File: src/rtl/obj_vertex_face_line_parser_unit_defines.svh
// ----------------------------------------------------------------------------
// OBJ vertex/face line parser assertion macros
// Concurrent assertion helpers for the parser RTL.
// ----------------------------------------------------------------------------
`ifndef OBJ_VERTEX_FACE_LINE_PARSER_UNIT_DEFINES_SVH
`define OBJ_VERTEX_FACE_LINE_PARSER_UNIT_DEFINES_SVH
`ifndef SYNTHESIS
`define OVFP_ASSERT_SAME(label, clk, rst, ante, cons) \
   label: assert property (@(posedge clk) disable iff (rst) (ante) |-> (cons)) \
      else $error("ovfp same-cycle check failed");
`define OVFP_ASSERT_NEXT(label, clk, rst, ante, cons) \
   label: assert property (@(posedge clk) disable iff (rst) (ante) |=> (cons)) \
      else $error("ovfp next-cycle check failed");
`else
`define OVFP_ASSERT_SAME(label, clk, rst, ante, cons)
`define OVFP_ASSERT_NEXT(label, clk, rst, ante, cons)
`endif
`endif

File: src/rtl/ovfp_pkg.sv
// ----------------------------------------------------------------------------
// OBJ vertex/face line parser package
// Character codes, record kinds, parser state types and the result struct.
// ----------------------------------------------------------------------------
package ovfp_pkg;

   localparam int VALUE_WIDTH = 32;
   localparam int TOTAL_WIDTH = 24;

   localparam logic [7:0] CHAR_NUL     = 8'h00;
   localparam logic [7:0] CHAR_TAB     = 8'h09;
   localparam logic [7:0] CHAR_NEWLINE = 8'h0A;
   localparam logic [7:0] CHAR_SPACE   = 8'h20;
   localparam logic [7:0] CHAR_MINUS   = 8'h2D;
   localparam logic [7:0] CHAR_DOT     = 8'h2E;
   localparam logic [7:0] CHAR_ZERO    = 8'h30;
   localparam logic [7:0] CHAR_NINE    = 8'h39;
   localparam logic [7:0] CHAR_F       = 8'h66;
   localparam logic [7:0] CHAR_V       = 8'h76;

   localparam logic [1:0] KIND_NONE   = 2'd0;
   localparam logic [1:0] KIND_VERTEX = 2'd1;
   localparam logic [1:0] KIND_FACE   = 2'd2;

   typedef enum logic [2:0] {
      LP_START,
      LP_SAW_V,
      LP_SAW_F,
      LP_VERTEX,
      LP_FACE,
      LP_SKIP
   } line_phase_type;

   typedef enum logic [2:0] {
      FP_LEAD,
      FP_INT,
      FP_FRAC1,
      FP_FRACR,
      FP_TAIL
   } field_phase_type;

   typedef struct packed {
      logic [1:0]             record_kind;
      logic [VALUE_WIDTH-1:0] first_value;
      logic [VALUE_WIDTH-1:0] second_value;
      logic [VALUE_WIDTH-1:0] third_value;
      logic                   end_of_text;
      logic [TOTAL_WIDTH-1:0] vertex_total;
      logic [TOTAL_WIDTH-1:0] face_total;
   } record_type;

   typedef struct packed {
      logic       emit;
      record_type record;
   } parse_result_type;

endpackage

File: src/rtl/ovfp_field_value.sv
// ----------------------------------------------------------------------------
// OBJ parser field value
// Converts the accumulated field into a coordinate in hundredths or an index.
// ----------------------------------------------------------------------------
module ovfp_field_value #(
   parameter int COORD_WIDTH = 32
) (
   input  logic [COORD_WIDTH-2:0]           acc_value,
   input  logic [3:0]                       frac_digit,
   input  logic                             negative,
   input  logic                             vertex,
   output logic [ovfp_pkg::VALUE_WIDTH-1:0] field_value
);
   import ovfp_pkg::*;

   localparam int AW = COORD_WIDTH - 1;
   localparam int SW = AW + 7;
   localparam int EW = (COORD_WIDTH > VALUE_WIDTH) ? COORD_WIDTH : VALUE_WIDTH;

   logic [6:0]    frac_x10;
   logic [SW-1:0] scaled;
   logic          saturate;
   logic [AW-1:0] magnitude;
   logic [EW-1:0] extended;
   logic [EW-1:0] signed_value;

   always_comb begin
      frac_x10     = {frac_digit, 3'b000} + {2'b00, frac_digit, 1'b0};
      scaled       = (SW'(acc_value) << 6) + (SW'(acc_value) << 5)
                   + (SW'(acc_value) << 2) + SW'(frac_x10);
      saturate     = |scaled[SW-1:AW];
      magnitude    = saturate ? {AW{1'b1}} : scaled[AW-1:0];
      extended     = EW'(magnitude);
      signed_value = negative ? (~extended + EW'(1)) : extended;
      if (vertex) begin
         field_value = signed_value[VALUE_WIDTH-1:0];
      end else begin
         field_value = VALUE_WIDTH'(acc_value);
      end
   end

endmodule

File: src/rtl/ovfp_line_parser.sv
// ----------------------------------------------------------------------------
// OBJ parser line state machine
// Holds the line and field state and forms one record per finished line and per zero byte.
// ----------------------------------------------------------------------------
module ovfp_line_parser #(
   parameter int COORD_WIDTH = 32,
   parameter int COUNT_WIDTH = 24
) (
   input  logic                       clock,
   input  logic                       reset,
   input  logic                       advance,
   input  logic [7:0]                 text_byte,
   output ovfp_pkg::parse_result_type result
);
   import ovfp_pkg::*;

   localparam int AW = COORD_WIDTH - 1;
   localparam int DW = AW + 4;

   line_phase_type         line_phase_ff, line_phase_in;
   field_phase_type        field_phase_ff, field_phase_in;
   logic [1:0]             field_number_ff, field_number_in;
   logic                   negative_ff, negative_in;
   logic [AW-1:0]          acc_ff, acc_in;
   logic [3:0]             frac_ff, frac_in;
   logic [VALUE_WIDTH-1:0] done_first_ff, done_first_in;
   logic [VALUE_WIDTH-1:0] done_second_ff, done_second_in;
   logic [COUNT_WIDTH-1:0] vertex_count_ff, vertex_count_in;
   logic [COUNT_WIDTH-1:0] face_count_ff, face_count_in;

   logic                   is_eot;
   logic                   is_newline;
   logic                   is_space;
   logic                   is_digit;
   logic                   in_vertex;
   logic                   line_end;
   logic                   vertex_bump;
   logic                   face_bump;
   logic [COUNT_WIDTH-1:0] vertex_next;
   logic [COUNT_WIDTH-1:0] face_next;
   logic [DW-1:0]          digit_prod;
   logic [AW-1:0]          acc_digit;
   logic [VALUE_WIDTH-1:0] cur_value;
   logic                   end_field;

   assign is_eot      = (text_byte == CHAR_NUL);
   assign is_newline  = (text_byte == CHAR_NEWLINE);
   assign is_space    = (text_byte == CHAR_SPACE);
   assign is_digit    = (text_byte >= CHAR_ZERO) && (text_byte <= CHAR_NINE);
   assign in_vertex   = (line_phase_ff == LP_VERTEX);
   assign line_end    = ((line_phase_ff == LP_VERTEX) || (line_phase_ff == LP_FACE))
                        && (is_newline || is_eot);
   assign vertex_bump = line_end && in_vertex && !(&vertex_count_ff);
   assign face_bump   = line_end && !in_vertex && !(&face_count_ff);
   assign vertex_next = vertex_count_ff + COUNT_WIDTH'(vertex_bump);
   assign face_next   = face_count_ff + COUNT_WIDTH'(face_bump);

   assign digit_prod  = (DW'(acc_ff) << 3) + (DW'(acc_ff) << 1) + DW'(text_byte[3:0]);
   assign acc_digit   = (|digit_prod[DW-1:AW]) ? {AW{1'b1}} : digit_prod[AW-1:0];

   ovfp_field_value #(
      .COORD_WIDTH(COORD_WIDTH)
   ) u_field_value (
      .acc_value  (acc_ff),
      .frac_digit (frac_ff),
      .negative   (negative_ff),
      .vertex     (in_vertex),
      .field_value(cur_value)
   );

   always_comb begin
      line_phase_in   = line_phase_ff;
      field_phase_in  = field_phase_ff;
      field_number_in = field_number_ff;
      negative_in     = negative_ff;
      acc_in          = acc_ff;
      frac_in         = frac_ff;
      done_first_in   = done_first_ff;
      done_second_in  = done_second_ff;
      vertex_count_in = vertex_next;
      face_count_in   = face_next;
      end_field       = 1'b0;

      unique case (line_phase_ff)
         LP_START: begin
            if (text_byte == CHAR_V) begin
               line_phase_in = LP_SAW_V;
            end else if (text_byte == CHAR_F) begin
               line_phase_in = LP_SAW_F;
            end else if (!is_newline && !is_eot) begin
               line_phase_in = LP_SKIP;
            end
         end
         LP_SAW_V, LP_SAW_F: begin
            if (is_space) begin
               line_phase_in   = (line_phase_ff == LP_SAW_V) ? LP_VERTEX : LP_FACE;
               field_number_in = 2'd0;
               field_phase_in  = FP_LEAD;
               negative_in     = 1'b0;
               acc_in          = '0;
               frac_in         = '0;
               done_first_in   = '0;
               done_second_in  = '0;
            end else if (is_newline) begin
               line_phase_in = LP_START;
            end else if (!is_eot) begin
               line_phase_in = LP_SKIP;
            end
         end
         LP_VERTEX, LP_FACE: begin
            if (line_end) begin
               line_phase_in   = LP_START;
               field_number_in = 2'd0;
               field_phase_in  = FP_LEAD;
               negative_in     = 1'b0;
               acc_in          = '0;
               frac_in         = '0;
            end else if (field_number_ff != 2'd3) begin
               unique case (field_phase_ff)
                  FP_LEAD: begin
                     priority if (is_space || (text_byte == CHAR_TAB)) begin
                        field_phase_in = FP_LEAD;
                     end else if (in_vertex && (text_byte == CHAR_MINUS)) begin
                        negative_in    = 1'b1;
                        field_phase_in = FP_INT;
                     end else if (is_digit) begin
                        acc_in         = acc_digit;
                        field_phase_in = FP_INT;
                     end else if (in_vertex && (text_byte == CHAR_DOT)) begin
                        field_phase_in = FP_FRAC1;
                     end else begin
                        field_phase_in = FP_TAIL;
                     end
                  end
                  FP_INT: begin
                     priority if (is_digit) begin
                        acc_in = acc_digit;
                     end else if (in_vertex && (text_byte == CHAR_DOT)) begin
                        field_phase_in = FP_FRAC1;
                     end else if (is_space) begin
                        end_field = 1'b1;
                     end else begin
                        field_phase_in = FP_TAIL;
                     end
                  end
                  FP_FRAC1: begin
                     priority if (is_digit) begin
                        frac_in        = text_byte[3:0];
                        field_phase_in = FP_FRACR;
                     end else if (is_space) begin
                        end_field = 1'b1;
                     end else begin
                        field_phase_in = FP_TAIL;
                     end
                  end
                  FP_FRACR: begin
                     priority if (is_digit) begin
                        field_phase_in = FP_FRACR;
                     end else if (is_space) begin
                        end_field = 1'b1;
                     end else begin
                        field_phase_in = FP_TAIL;
                     end
                  end
                  default: begin
                     end_field = is_space;
                  end
               endcase
            end
         end
         default: begin
            if (is_newline) begin
               line_phase_in = LP_START;
            end
         end
      endcase

      if (end_field) begin
         priority if (field_number_ff == 2'd0) begin
            done_first_in   = cur_value;
            field_number_in = 2'd1;
            field_phase_in  = FP_LEAD;
            negative_in     = 1'b0;
            acc_in          = '0;
            frac_in         = '0;
         end else if (field_number_ff == 2'd1) begin
            done_second_in  = cur_value;
            field_number_in = 2'd2;
            field_phase_in  = FP_LEAD;
            negative_in     = 1'b0;
            acc_in          = '0;
            frac_in         = '0;
         end else begin
            field_number_in = 2'd3;
         end
      end

      if (is_eot) begin
         line_phase_in   = LP_START;
         field_phase_in  = FP_LEAD;
         field_number_in = 2'd0;
         negative_in     = 1'b0;
         acc_in          = '0;
         frac_in         = '0;
         done_first_in   = '0;
         done_second_in  = '0;
         vertex_count_in = '0;
         face_count_in   = '0;
      end
   end

   always_comb begin
      result                     = '0;
      result.emit                = is_eot || line_end;
      result.record.end_of_text  = is_eot;
      result.record.vertex_total = TOTAL_WIDTH'(vertex_next);
      result.record.face_total   = TOTAL_WIDTH'(face_next);
      if (line_end) begin
         result.record.record_kind = in_vertex ? KIND_VERTEX : KIND_FACE;
         priority if (field_number_ff == 2'd0) begin
            result.record.first_value = cur_value;
         end else if (field_number_ff == 2'd1) begin
            result.record.first_value  = done_first_ff;
            result.record.second_value = cur_value;
         end else begin
            result.record.first_value  = done_first_ff;
            result.record.second_value = done_second_ff;
            result.record.third_value  = cur_value;
         end
      end
   end

   always_ff @(posedge clock) begin
      if (reset) begin
         line_phase_ff   <= LP_START;
         field_phase_ff  <= FP_LEAD;
         field_number_ff <= 2'd0;
         negative_ff     <= 1'b0;
         acc_ff          <= '0;
         frac_ff         <= '0;
         done_first_ff   <= '0;
         done_second_ff  <= '0;
         vertex_count_ff <= '0;
         face_count_ff   <= '0;
      end else if (advance) begin
         line_phase_ff   <= line_phase_in;
         field_phase_ff  <= field_phase_in;
         field_number_ff <= field_number_in;
         negative_ff     <= negative_in;
         acc_ff          <= acc_in;
         frac_ff         <= frac_in;
         done_first_ff   <= done_first_in;
         done_second_ff  <= done_second_in;
         vertex_count_ff <= vertex_count_in;
         face_count_ff   <= face_count_in;
      end
   end

endmodule

File: src/rtl/obj_vertex_face_line_parser_unit.sv
// ----------------------------------------------------------------------------
// OBJ vertex/face line parser
// Streams OBJ text one byte per request and returns vertex and face records.
// ----------------------------------------------------------------------------
// The req channel carries one text byte per request; a zero byte ends the
// text. The rsp channel carries one record for each byte that finishes a
// "v " or "f " line and for every zero byte, with the running vertex and
// face totals. Bytes that finish nothing produce no response.
// A byte is taken into an input register, parsed by the line state machine,
// and its record lands in the output register, from which the response is
// driven. Bytes are taken at one byte per cycle while req_stall is low; the
// digit accumulator and line state update once for each byte parsed.
// While rsp_stall holds a waiting record, bytes that produce no record keep
// flowing; the next byte that would produce a record waits in the input
// register and req_stall rises.
// Synchronous reset empties both registers and returns the parser to the
// start of a new text with zero totals; a zero byte returns the parser there
// too after its record is formed.
// ----------------------------------------------------------------------------
`include "obj_vertex_face_line_parser_unit_defines.svh"

module obj_vertex_face_line_parser_unit #(
   parameter int COORD_WIDTH = 32,
   parameter int COUNT_WIDTH = 24
) (
   input  logic                                    clock,
   input  logic                                    reset,
   input  logic                                    req_valid,
   output logic                                    req_stall,
   input  logic [7:0]                              req_text_byte,
   output logic                                    rsp_valid,
   input  logic                                    rsp_stall,
   output logic [1:0]                              rsp_record_kind,
   output logic signed [ovfp_pkg::VALUE_WIDTH-1:0] rsp_first_value,
   output logic signed [ovfp_pkg::VALUE_WIDTH-1:0] rsp_second_value,
   output logic signed [ovfp_pkg::VALUE_WIDTH-1:0] rsp_third_value,
   output logic                                    rsp_end_of_text,
   output logic [ovfp_pkg::TOTAL_WIDTH-1:0]        rsp_vertex_total,
   output logic [ovfp_pkg::TOTAL_WIDTH-1:0]        rsp_face_total
);
   import ovfp_pkg::*;

   logic             in_valid_ff;
   logic [7:0]       in_byte_ff;
   logic             out_valid_ff;
   record_type       out_record_ff;
   parse_result_type parse;
   logic             advance;
   logic             req_take;

   assign advance   = in_valid_ff && (!out_valid_ff || !rsp_stall || !parse.emit);
   assign req_stall = in_valid_ff && !advance;
   assign req_take  = req_valid && !req_stall;

   ovfp_line_parser #(
      .COORD_WIDTH(COORD_WIDTH),
      .COUNT_WIDTH(COUNT_WIDTH)
   ) u_line_parser (
      .clock    (clock),
      .reset    (reset),
      .advance  (advance),
      .text_byte(in_byte_ff),
      .result   (parse)
   );

   always_ff @(posedge clock) begin
      if (reset) begin
         in_valid_ff <= 1'b0;
      end else if (req_take) begin
         in_valid_ff <= 1'b1;
      end else if (advance) begin
         in_valid_ff <= 1'b0;
      end
   end

   always_ff @(posedge clock) begin
      if (req_take) begin
         in_byte_ff <= req_text_byte;
      end
   end

   always_ff @(posedge clock) begin
      if (reset) begin
         out_valid_ff <= 1'b0;
      end else if (advance && parse.emit) begin
         out_valid_ff <= 1'b1;
      end else if (!rsp_stall) begin
         out_valid_ff <= 1'b0;
      end
   end

   always_ff @(posedge clock) begin
      if (advance && parse.emit) begin
         out_record_ff <= parse.record;
      end
   end

   assign rsp_valid        = out_valid_ff;
   assign rsp_record_kind  = out_record_ff.record_kind;
   assign rsp_first_value  = out_record_ff.first_value;
   assign rsp_second_value = out_record_ff.second_value;
   assign rsp_third_value  = out_record_ff.third_value;
   assign rsp_end_of_text  = out_record_ff.end_of_text;
   assign rsp_vertex_total = out_record_ff.vertex_total;
   assign rsp_face_total   = out_record_ff.face_total;

   `OVFP_ASSERT_SAME(a_record_has_kind, clock, reset, rsp_valid && !rsp_end_of_text, rsp_record_kind != KIND_NONE)
   `OVFP_ASSERT_SAME(a_zero_byte_emits, clock, reset, advance && (in_byte_ff == CHAR_NUL), parse.emit)
   `OVFP_ASSERT_NEXT(a_emit_loads_output, clock, reset, advance && parse.emit, rsp_valid)

endmodule

File: config.mk
export PLATFORM = sky130hd
export DESIGN_NAME = obj_vertex_face_line_parser_unit
export DESIGN_NICKNAME = d
export VERILOG_FILES = /design/src/rtl/ovfp_pkg.sv /design/src/rtl/ovfp_field_value.sv /design/src/rtl/ovfp_line_parser.sv /design/src/rtl/obj_vertex_face_line_parser_unit.sv
export VERILOG_INCLUDE_DIRS = /design/src /design/src/rtl
export SDC_FILE = /design/constraint.sdc
export NUM_CORES = 1
export LEC_CHECK = 0
export BUFFER_PORTS_ARGS = -buffer_cell sky130_fd_sc_hd__clkbuf_2
export CORE_MARGIN = 2
export CORE_UTILIZATION = 55
export CTS_CLUSTER_DIAMETER = 50
export DETAILED_ROUTE_END_ITERATION = 10
export GPL_ROUTABILITY_DRIVEN = 0
export PLACE_DENSITY = 0.74
export SLEW_MARGIN = 20
export SYNTH_ARGS = -nofsm -noshare
export SYNTH_HDL_FRONTEND = slang
export SYNTH_SLANG_ARGS = --single-unit
File: constraint.sdc
create_clock -name clock -period 10.5 [get_ports clock]
set_input_delay 1.05 -clock clock [delete_from_list [all_inputs] [get_ports clock]]
set_output_delay 1.05 -clock clock [all_outputs]
set_load 0.03 [all_outputs]
==> impl_metrics.tcl <==
set metrics [dict create \
    status "complete, no violations" \
    r2r-start "u_line_parser.frac_ff[0]" \
    rsz0062_at_grt "no" \
    yosysUniqueCellTypes 82 \
    synth-seq-area-share_pct 39.4 \
    cts_buffers 37 \
    port_buffers 160 \
    critPathMaxStageDelay_ps 490 \
    use_met1_pct 40.3 \
    synth-adder-area-share_pct 12.2 \
    synth_xor_area_share_pct 4.06 \
    post_layout_nonfiller_instances 2823 \
    antenna_found_initial 1 \
    nNetsFinal 2518 \
    worstMarginPinSlew_ps 1110 \
    clock_skew_ps 33.0 \
    crit_slowest_cell "fa_1" \
    met3_usage_pct 5.62 \
    synth.avg_cell_area_sq_um 8.91 \
    first_pass_iters 7 \
    clock_path_buffers 3 \
    synth_top_family_by_area "compound AO/OA/AOI/OAI gates" \
    ys_async_sr_fraction_pct 0 \
    start_util_pct 55.8 \
    tns_ps 0 \
    hpwl_um 40000 \
    ant_nets 0 \
    viasPerCell 6.40 \
    cts_resized 0 \
    setup_viol 0 \
    hold_start "u_line_parser.done_first_ff[15]" \
    synth_nets 2412 \
    cp_max_fo 28 \
    r2r_end "rsp_first_value[25]" \
    setup_slack_ps 2190 \
    yosys.area.top_type_share_pct 23.5 \
    routedWlPerCell_um 20.1 \
    grt-busiest-layer "met2" \
    track_usage_pct 29.2 \
    row_count 69 \
    cellLeakagePower_nw 9.03 \
    worst_setup_hold_path_clk_slew_ps 70 \
    hold_class "flip-flop to flip-flop" \
    grt_overflow 0 \
    hold_violations 0 \
    whs_endpoint "u_line_parser.done_first_ff[15]" \
    cap_violations 0 \
    vdd_ir_drop_max_mv 0.190 \
    dp_cells 2755 \
    grt_pass1_wl_um 89500 \
    synth-edff-count 155 \
    cts_tree "done" \
    place_area_sq_um 21000 \
    fin_crit_sh_pct 79.1 \
    crit_type "flip-flop to flip-flop" \
    cp-end-kind "flip-flop" \
    synthToLayoutAreaGrowth_pct 12.4 \
    place_ws_ps 2460 \
    r2r_slack_ps 2190 \
    cp-start-kind "flip-flop" \
    synth-simple-area-share_pct 19.8 \
    remaining_drc_errors 0 \
    fmax_mhz 120 \
    synth_top_cell_by_area "edfxtp_1" \
    synthMuxAreaShare_pct 0.378 \
    synthCells 2227 \
    vias 18057 \
    drtIter0Drc 1764 \
    grtUsageMet2_pct 45.1 \
    h-tree-depth 2 \
    p_per_area_nw_per_um2 123 \
    drv_slew 0 \
    insertion_delay_ps 550 \
    synth_flop_cell "dfxtp_1" \
    drive_above_1_share_pct 12.1 \
    die-area_sq_um 37600 \
    pin_count 161 \
    ys_ff_latch 313 \
    synth_area_sq_um 19800 \
    wl_um 56800 \
    die-width_um 194 \
    synthTopCellsByArea "edfxtp_1, dfxtp_1, ha_1, nand2_1, o21ai_0" \
    cp.arrival_ps 8580 \
    root_buffer "clkbuf_16" \
    die_h_um 194 \
    grt_max_degree 87 \
    yosys_warnings 0 \
    relSlewSlack_pct 26.3 \
    final_cell_area_sq_um 22300 \
    core_sq_um 35600 \
    synth_compound_area_share_pct 21.2 \
    post_cts_buffers 0 \
    reg2reg_depth 29 \
    diodes 0 \
    clock_sinks 313 \
    period_minus_slack_ps 8310 \
    crit_required_ps 10770 \
    grt_pass1_vias 16547 \
    holdBufCountCts 0 \
    whs_path_depth 2 \
]
==> power by group <==
| part | switching [mW] | internal (mW) | leakage, nW |
|---|---|---|---|
| sequential | 0.00824 | 1.28 | 2.54 |
| combinational | 0.0627 | 0.0228 | 5.85 |
| clock | 0.524 | 0.854 | 0.645 |
| total | 0.595 | 2.15 | 9.03 |
==> metal layers <==
| metal | up-vias | share of wire [%] |
|---|---|---|
| li1 | 8436 | - |
| met4 | 2 | 4.1 |
| met3 | 161 | 9.4 |
| met2 | 879 | 44 |
| met5 | - | 0.023 |
| met1 | 8579 | 42 |
==> per-stage QoR <==
| step | utilization (%) | hold WS (ps) | total power [mW] |
|---|---|---|---|
| floorplan | - | 420 | 1.37 |
| global placement | 58.9 | 430 | 1.39 |
| detailed placement | 58.9 | 439 | 1.39 |
| CTS | 62.7 | 447 | 2.76 |
| global route | 62.7 | 461 | 2.82 |
| finish | 62.7 | 445 | 2.75 |
==> critical path: cells and delay by family, from the launching register on <==
kind	cells	cell delay [ps]
buf+inv	4	420
mux	1	220
compound gates	5	1810
fa+ha+maj	6	2040
flops	1	450
simple gates	12	2890
xor+xnor	1	160
==> final cells by class <==
cell class	count	area, sq um
clock buffer	48	1040
clock inverter	20	288
fill	2963	13300
inverter	37	139
multi-input combinational	1764	11500
sequential	313	7820
tap	461	577
timing repair buffer	180	951
==> cells by family (layout without fill, tap and decap cells) <==
| family | count (synthesis) | in the layout |
|---|---|---|
| compound gates | 667 | 667 |
| mux | 7 | 7 |
| flops | 313 | 313 |
| simple gates | 825 | 825 |
| xor+xnor | 92 | 92 |
| buf+inv | 150 | 285 |
| fa+ha+maj | 173 | 173 |
==> cell usage in the layout, fill, tap and decap left out, types with 27 or more instances in the layout <==
master,Yosys,routed
a21o_1,27,27
a21oi_1,167,167
a22o_1,27,27
a22oi_1,38,38
and2_1,43,43
and3_1,35,35
clkbuf_16,0,38
clkbuf_2,0,159
dfxtp_1,158,158
edfxtp_1,155,155
fa_1,33,33
ha_1,140,140
inv_1,36,36
nand2_1,253,252
nand3_1,78,78
nor2_1,227,222
nor3_1,43,42
o21ai_0,181,180
o21ai_1,47,47
xnor2_1,54,54
xor2_1,38,38
==> sequential cells by signal, summed over array words and instances, names as in the netlist <==
signal / cells
in_byte_ff: 8
u_line_parser.vertex_count_ff: 24
u_line_parser.done_second_ff: 32
rsp_second_value: 32
rsp_valid: 1
u_line_parser.negative_ff: 1
in_valid_ff: 1
rsp_first_value: 32
u_line_parser.acc_ff: 31
u_line_parser.done_first_ff: 32
rsp_record_kind: 2
rsp_face_total: 24
rsp_third_value: 32
u_line_parser.frac_ff: 4
rsp_end_of_text: 1
u_line_parser.face_count_ff: 24
u_line_parser.line_phase_ff: 3
u_line_parser.field_number_ff: 2
rsp_vertex_total: 24
u_line_parser.field_phase_ff: 3
==> how the worst max path moves through the flow <==
| stage | cells after the start | endpoint | slack, ps | from |
|---|---|---|---|---|
| 2_1_floorplan | 9 | rsp_end_of_text | 1950 | in_byte_ff[4] |
| 3_3_place_gp | 29 | rsp_second_value[25] | 2760 | u_line_parser.frac_ff[0] |
| 3_5_place_dp | 29 | rsp_first_value[25] | 2460 | u_line_parser.frac_ff[0] |
| 4_1_cts | 29 | rsp_first_value[25] | 2430 | u_line_parser.frac_ff[0] |
| 5_1_grt | 29 | rsp_second_value[25] | 1630 | u_line_parser.frac_ff[0] |
| 6_report | 29 | rsp_first_value[25] | 2190 | u_line_parser.frac_ff[0] |
==> synth_stat cells (5+ instances only) <==
| cell type | instances |
|---|---|
| a211o_1 | 6 |
| a211oi_1 | 20 |
| a21o_1 | 27 |
| a21oi_1 | 167 |
| a221oi_1 | 6 |
| a22o_1 | 27 |
| a22oi_1 | 38 |
| a31oi_1 | 27 |
| a31oi_2 | 11 |
| and2_1 | 43 |
| and3_1 | 35 |
| and4_1 | 12 |
| buf_1 | 6 |
| buf_2 | 13 |
| clkbuf_1 | 93 |
| dfxtp_1 | 158 |
| edfxtp_1 | 155 |
| fa_1 | 33 |
| ha_1 | 140 |
| inv_1 | 36 |
| mux2i_1 | 6 |
| nand2_1 | 253 |
| nand2b_1 | 14 |
| nand3_1 | 78 |
| nand4_1 | 24 |
| nand4b_1 | 5 |
| nor2_1 | 227 |
| nor2b_1 | 15 |
| nor3_1 | 43 |
| nor3b_1 | 9 |
| nor4_1 | 22 |
| o211ai_1 | 9 |
| o21a_1 | 23 |
| o21ai_0 | 181 |
| o21ai_1 | 47 |
| o21bai_1 | 12 |
| o221ai_1 | 5 |
| o311ai_0 | 6 |
| o31ai_1 | 6 |
| or2_2 | 7 |
| or3_1 | 17 |
| or4_1 | 6 |
| xnor2_1 | 54 |
| xor2_1 | 38 |
No activity file was read; power rests on OpenSTA's default activity.
